--- src/prwf_pkg.sv ---
// Shared types and constants for the peer replay window filter.
package prwf_pkg;

    // Field widths of one beat
    localparam int ADDR_W       = 8;
    localparam int CTR_W        = 32;
    localparam int TIME_W       = 32;
    localparam int VERDICT_W    = 3;
    localparam int PEER_COUNT_W = 5;
    localparam int IN_DATA_W    = 72;
    localparam int OUT_DATA_W   = 16;

    // Seen window of older counters
    localparam int WIN_W    = 32;
    localparam int WIN_SH_W = $clog2(WIN_W);

    // Slot labels are wide enough for the largest table (64 slots)
    localparam int SLOT_ID_W = 6;

    // The peer count field saturates here
    localparam int PEER_COUNT_MAX = 31;

    typedef logic [VERDICT_W-1:0] verdict_t;

    localparam verdict_t VD_NEW       = 3'd0;
    localparam verdict_t VD_ADVANCED  = 3'd1;
    localparam verdict_t VD_IN_WINDOW = 3'd2;
    localparam verdict_t VD_DUPLICATE = 3'd3;
    localparam verdict_t VD_STALE     = 3'd4;

    // Message key broadcast to every slot cell
    typedef struct packed {
        logic [TIME_W-1:0] now;
        logic [CTR_W-1:0]  ctr;
        logic [ADDR_W-1:0] addr;
    } slot_key_t;

    // Search token that walks the row of cells, one cell per cycle
    typedef struct packed {
        logic                 valid;
        logic                 hit;
        logic [SLOT_ID_W-1:0] hit_id;
        verdict_t             hit_verdict;
        logic                 free;
        logic [SLOT_ID_W-1:0] free_id;
        logic                 have_lru;
        logic [SLOT_ID_W-1:0] lru_id;
        logic [TIME_W-1:0]    lru_time;
    } search_tok_t;

    // Write command broadcast to every slot cell
    typedef struct packed {
        logic                 valid;
        logic                 is_new;
        logic [SLOT_ID_W-1:0] id;
    } slot_upd_t;

endpackage

--- src/prwf_cell.sv ---
// One peer slot: holds the slot state, refines the search token and applies updates.
module prwf_cell
    import prwf_pkg::*;
#(
    parameter int CELL_ID = 0
)
(
    input  logic        clk,
    input  logic        rst_n,
    input  slot_key_t   key,
    input  search_tok_t tok_in,
    output search_tok_t tok_out,
    input  slot_upd_t   upd
);

    localparam logic [SLOT_ID_W-1:0] MY_ID = SLOT_ID_W'(CELL_ID);

    logic              used_reg;
    logic              used_next;
    logic [ADDR_W-1:0] addr_reg;
    logic [ADDR_W-1:0] addr_next;
    logic [CTR_W-1:0]  top_reg;
    logic [CTR_W-1:0]  top_next;
    logic [WIN_W-1:0]  win_reg;
    logic [WIN_W-1:0]  win_next;
    logic [TIME_W-1:0] time_reg;
    logic [TIME_W-1:0] time_next;
    search_tok_t       tok_reg;
    search_tok_t       tok_next;

    logic              hit;
    verdict_t          verdict;
    logic [CTR_W-1:0]  ahead_diff;
    logic [CTR_W-1:0]  behind_diff;
    logic [WIN_W-1:0]  win_adv;
    logic [WIN_W-1:0]  win_mark;
    logic [WIN_SH_W-1:0] bit_pos;

    // Compare this slot against the key and classify the counter
    always_comb
    begin
        hit         = used_reg && (addr_reg == key.addr);
        ahead_diff  = key.ctr - top_reg;
        behind_diff = top_reg - key.ctr;
        bit_pos     = WIN_SH_W'(behind_diff - CTR_W'(1));
        win_mark    = win_reg | (WIN_W'(1) << bit_pos);
        if (ahead_diff >= CTR_W'(WIN_W))
        begin
            win_adv = '0;
        end
        else
        begin
            win_adv = (win_reg << ahead_diff[WIN_SH_W-1:0])
                    | (WIN_W'(1) << (ahead_diff[WIN_SH_W-1:0] - WIN_SH_W'(1)));
        end
        if (key.ctr > top_reg)
        begin
            verdict = VD_ADVANCED;
        end
        else if ((behind_diff == '0) || (behind_diff > CTR_W'(WIN_W)))
        begin
            verdict = VD_STALE;
        end
        else if (win_reg[bit_pos])
        begin
            verdict = VD_DUPLICATE;
        end
        else
        begin
            verdict = VD_IN_WINDOW;
        end
    end

    // Refine the search token: first match, first free slot, oldest slot
    always_comb
    begin
        tok_next = tok_in;
        if (tok_in.valid)
        begin
            if (hit && !tok_in.hit)
            begin
                tok_next.hit         = 1'b1;
                tok_next.hit_id      = MY_ID;
                tok_next.hit_verdict = verdict;
            end
            if (!used_reg && !tok_in.free)
            begin
                tok_next.free    = 1'b1;
                tok_next.free_id = MY_ID;
            end
            if (!tok_in.have_lru || (time_reg < tok_in.lru_time))
            begin
                tok_next.have_lru = 1'b1;
                tok_next.lru_id   = MY_ID;
                tok_next.lru_time = time_reg;
            end
        end
    end

    // Apply a write aimed at this slot
    always_comb
    begin
        used_next = used_reg;
        addr_next = addr_reg;
        top_next  = top_reg;
        win_next  = win_reg;
        time_next = time_reg;
        if (upd.valid && (upd.id == MY_ID))
        begin
            time_next = key.now;
            if (upd.is_new)
            begin
                used_next = 1'b1;
                addr_next = key.addr;
                top_next  = key.ctr;
                win_next  = '0;
            end
            else
            begin
                case (verdict)
                    VD_ADVANCED:
                    begin
                        top_next = key.ctr;
                        win_next = win_adv;
                    end
                    VD_IN_WINDOW:
                    begin
                        win_next = win_mark;
                    end
                    default:
                    begin
                        win_next = win_reg;
                    end
                endcase
            end
        end
    end

    // Hold the used flag and the token under reset
    always_ff @(posedge clk or negedge rst_n)
    begin
        if (!rst_n)
        begin
            used_reg <= 1'b0;
            tok_reg  <= '0;
        end
        else
        begin
            used_reg <= used_next;
            tok_reg  <= tok_next;
        end
    end

    // Slot payload, only read once the slot is used
    always_ff @(posedge clk)
    begin
        addr_reg <= addr_next;
        top_reg  <= top_next;
        win_reg  <= win_next;
        time_reg <= time_next;
    end

    assign tok_out = tok_reg;

endmodule

--- config.mk ---
export PLATFORM = sky130hd
export DESIGN_NAME = prwf_cell
export DESIGN_NICKNAME = d
export VERILOG_FILES = /design/src/prwf_pkg.sv /design/src/prwf_cell.sv
export SDC_FILE = /design/constraint.sdc
export NUM_CORES = 1
export LEC_CHECK = 0
export BUFFER_PORTS_ARGS = -buffer_cell sky130_fd_sc_hd__buf_2
export CORE_MARGIN = 4
export CORE_UTILIZATION = 50
export CTS_BUF_LIST = sky130_fd_sc_hd__clkbuf_4 sky130_fd_sc_hd__clkbuf_8
export DETAILED_ROUTE_END_ITERATION = 8
export PLACE_DENSITY = 0.74
export SETUP_SLACK_MARGIN = 0.2
export SYNTH_ARGS = -nofsm -noshare
export SYNTH_HDL_FRONTEND = slang
export SYNTH_SLANG_ARGS = --single-unit
--- constraint.sdc ---
create_clock -name clk -period 4.8 [get_ports clk]
set_clock_uncertainty 0.2 [all_clocks]
set_input_delay 0.72 -clock clk [delete_from_list [all_inputs] [get_ports clk]]
set_output_delay 0.72 -clock clk [all_outputs]
set_load 0.05 [all_outputs]
==> summary.md <==
| Metric | Value |
|---|---|
| CORE AREA | 0.02533 mm^2 |
| Post_cts resized | 0 |
| Worst Setup Start Kind | primary input |
| # placed instances | 1978 |
| Most frequent cells in the layout | 195 x buf_2, 133 x a21oi_1, 111 x inv_1, 107 x nand2_1, 104 x edfxtp_1 |
| Total CTS buffers | 17 |
| # fillers | 2226 |
| Unrepaired setup endpoints after global routing | no |
| Post-Layout Cell Count | 2013 |
| Status | finished, final reports clean |
| Hold Slack | 0.1726 ns |
| Post-CTS Setup Inserts | 0 |
| Leak | 0.006727 uW |
| Vias/cell | 6.086 |
| Die height | 169.1 um |
| Clock Power Share | 30.9% |
| Global-route wire length before repair | 65250 um |
| Clk Tree Root Cell | clkbuf_8 |
| Slew Limit Fails | 0 |
| Per-cell routed wire length | 20.75 um |
| Rows | 58 |
| Period utilization | 92.81% |
| Mean Syn Cell Area | 9.026 um^2 |
| Detail Route Antenna Nets | 0 |
| DRT iter0 DRCs | 1269 |
| CP endpoint kind | register |
| Sw Ratio | 35.22% |
| CTS clk-pin slew, worst paths | 0.11 ns |
| Worst min-delay path class | primary input to async pin |
| Distinct cells, synth | 80 |
| Final TNS setup | 0 ns |
| Die ar. | 0.02858 mm^2 |
| Yosys Warn Count | 0 |
| # setup viols final | 0 |
| Most common cell after layout, fill and taps aside | buf_2 |
| Share of the yosys chip area belonging to registers | 35.27% |
| Worst Tran Pin Value | 0.9058 ns |
| Overflow after GRT | 0 |
| Flops & latches, synth | 162 |
| Fmax | 0.2245 GHz |
| Clk_lat worst skew | 0.48 ns |
| CTS tree | yes |
| I/O Pins | 196 |
| # port buffers | 195 |
| Req. time, crit path | 4.78 ns |
| Area of the multi-input gates | 0.007871 mm^2 |
| Largest net degree at the start of global routing | 59 |
| CTS max path bufs | 2 |
| Max-cap violation count | 0 |
| WL final | 41770 um |
| Clock tree sinks | 162 |
| Post-synth EDFFs | 104 |
| FF+latch area | 0.004574 mm^2 |
| Crit path DAT | 4.43 ns |
| Mapped Area | 0.01297 mm^2 |
| Die X | 169.1 um |
| CTS H-tree lvls | 4 |
| Placer congestion estimate | 0.9870 |
| Crit path kind | primary input to register |
| NumNets Final | 1907 |
| Sw power | 1311 uW |
| Initial Utilization | 51.21% |
| Vias in the first global route | 11830 |
| Pwr Density | 241.0 mW/mm^2 |
| GRT met3 Usage | 4.507% |
| Post-Syn Nets | 1677 |
| Layout area overhead | 19.08% |
| Final Hold Fails | 0 |
| Initial antenna violation count | 4 |
| Internal | 2411 uW |
| Final Util | 60.98% |
| GR peak layer | met2 |
| Syn Inst Count | 1437 |
| Met2 usage | 48.58% |
| Total track usage | 28.71% |
| Post-CTS Hold Buffers | 0 |
| Main synth FF type | edfxtp_1 |
| Async SR Flop Fraction | 35.80% |
| Met1 global-route usage | 36.86% |
| Remaining DRCs | 0 |
| Share of cells above drive strength 1 | 24.76% |
| Crit path max fanout | 16 |
| Sequential share of power | 41.0% |
| Max reg flops | 57 |
| Vias | 12250 |
| Peak VDD IR | 167.6 uV |
| First drt pass iteration count | 7 |
| HPWL Detailed | 32790 um |
| Min cycle time layout | 4.455 ns |
| Worst slew margin | 39.05% |
| Power share of the combinational group | 28.1% |
==> per-stage QoR <==
stage / setup slack, ns / area, um^2 / power (uW)
after floorplan: 0.1408 / 13140 / 2229
after global placement: -0.006068 / 14980 / 2571
after global routing: 0.2397 / 15440 / 3887
after CTS: 0.2688 / 15410 / 3722
final: 0.3452 / 15440 / 3722
after detailed placement: -0.03484 / 14980 / 2580
==> critical path, stage by stage <==
cell and delay [ns]:
buf_2 0.16, inv_1 0.06, ha_1 0.29, nor2b_1 0.14
o21a_1 0.19, buf_4 0.15, o311ai_1 0.71, a2111oi_4 0.21
o21a_1 0.23, or3_1 0.31, a2111o_1 0.48, nor3_4 0.22
and2_1 0.19, o31a_2 0.20, buf_12 0.16
==> cell type report <==
| type | count | area share, % |
|---|---|---|
| flip-flops and latches | 162 | 29.62 |
| clock buffers | 19 | 1.693 |
| multi-input cells | 1085 | 50.96 |
| clock inverters | 13 | 1.142 |
| inverters | 115 | 2.795 |
| repair buffers | 286 | 11.07 |
| well taps | 330 | 2.673 |
| diodes | 3 | 0.04861 |
==> path summary, 6_finish.rpt <==
kind / startpoint / endpoint / slack, ns / cells past startpoint
setup / recovery: key[9] / win_reg[30] / 0.35 / 15
hold / removal: rst_n / tok_out[5] / 0.17 / 2
setup reg to reg: top_reg[4] / win_reg[30] / 0.38 / 13
hold reg to reg: used_reg / used_reg / 0.30 / 1
max in group asynchronous: rst_n / tok_out[54] / 3.73 / 2
min in group clk: key[41] / time_reg[1] / 0.21 / 1
==> cells by family (layout without fill, tap and decap cells) <==
logic type	Yosys count	in the layout	synth area share, %
other	0	3	0
flip-flops	162	162	35.27
AND/OR/NAND/NOR	425	425	16.19
buffers and inverters	190	433	5.779
AO/OA/AOI/OAI	407	407	20.16
multiplexers	99	99	9.165
adder cells (fa/ha/maj)	101	101	9.859
XOR/XNOR	53	53	3.579
==> power by group through the flow <==
stage | Sequential, uW | Combinational, uW | Clock (uW)
final | 1530 | 1050 | 1150
after detailed placement | 1560 | 1020 | 0
after global placement | 1560 | 1010 | 0
after floorplan | 1670 | 562 | 0
after global routing | 1530 | 1130 | 1230
after CTS | 1530 | 1030 | 1170
==> per-layer routing <==
metal	share of wire, %	up-vias
li1	-	5729
met1	40	5759
met2	48	660
met3	8.3	104
met4	4.1	0
met5	0	-
==> synth_stat cells (all sizes together), types with 16 or more instances <==
cell type | count | area, um^2
a21oi | 139 | 695.7
inv | 113 | 424.2
nand2 | 108 | 405.4
edfxtp | 104 | 3123
ha | 99 | 1239
nor2 | 94 | 352.8
o21ai | 68 | 340.3
dfrtp | 58 | 1451
nand3 | 55 | 275.3
clkbuf | 53 | 198.9
mux2i | 49 | 490.5
mux2 | 38 | 427.9
nor2b | 36 | 225.2
nor3 | 34 | 181.4
xnor2 | 32 | 280.3
a211oi | 27 | 202.7
o31ai | 24 | 180.2
buf | 22 | 118.9
o21a | 22 | 165.2
a21o | 21 | 157.7
xor2 | 21 | 183.9
nand4 | 20 | 125.1
nand2b | 18 | 112.6
a31oi | 16 | 100.1
(Power assumes the default switching activity.)
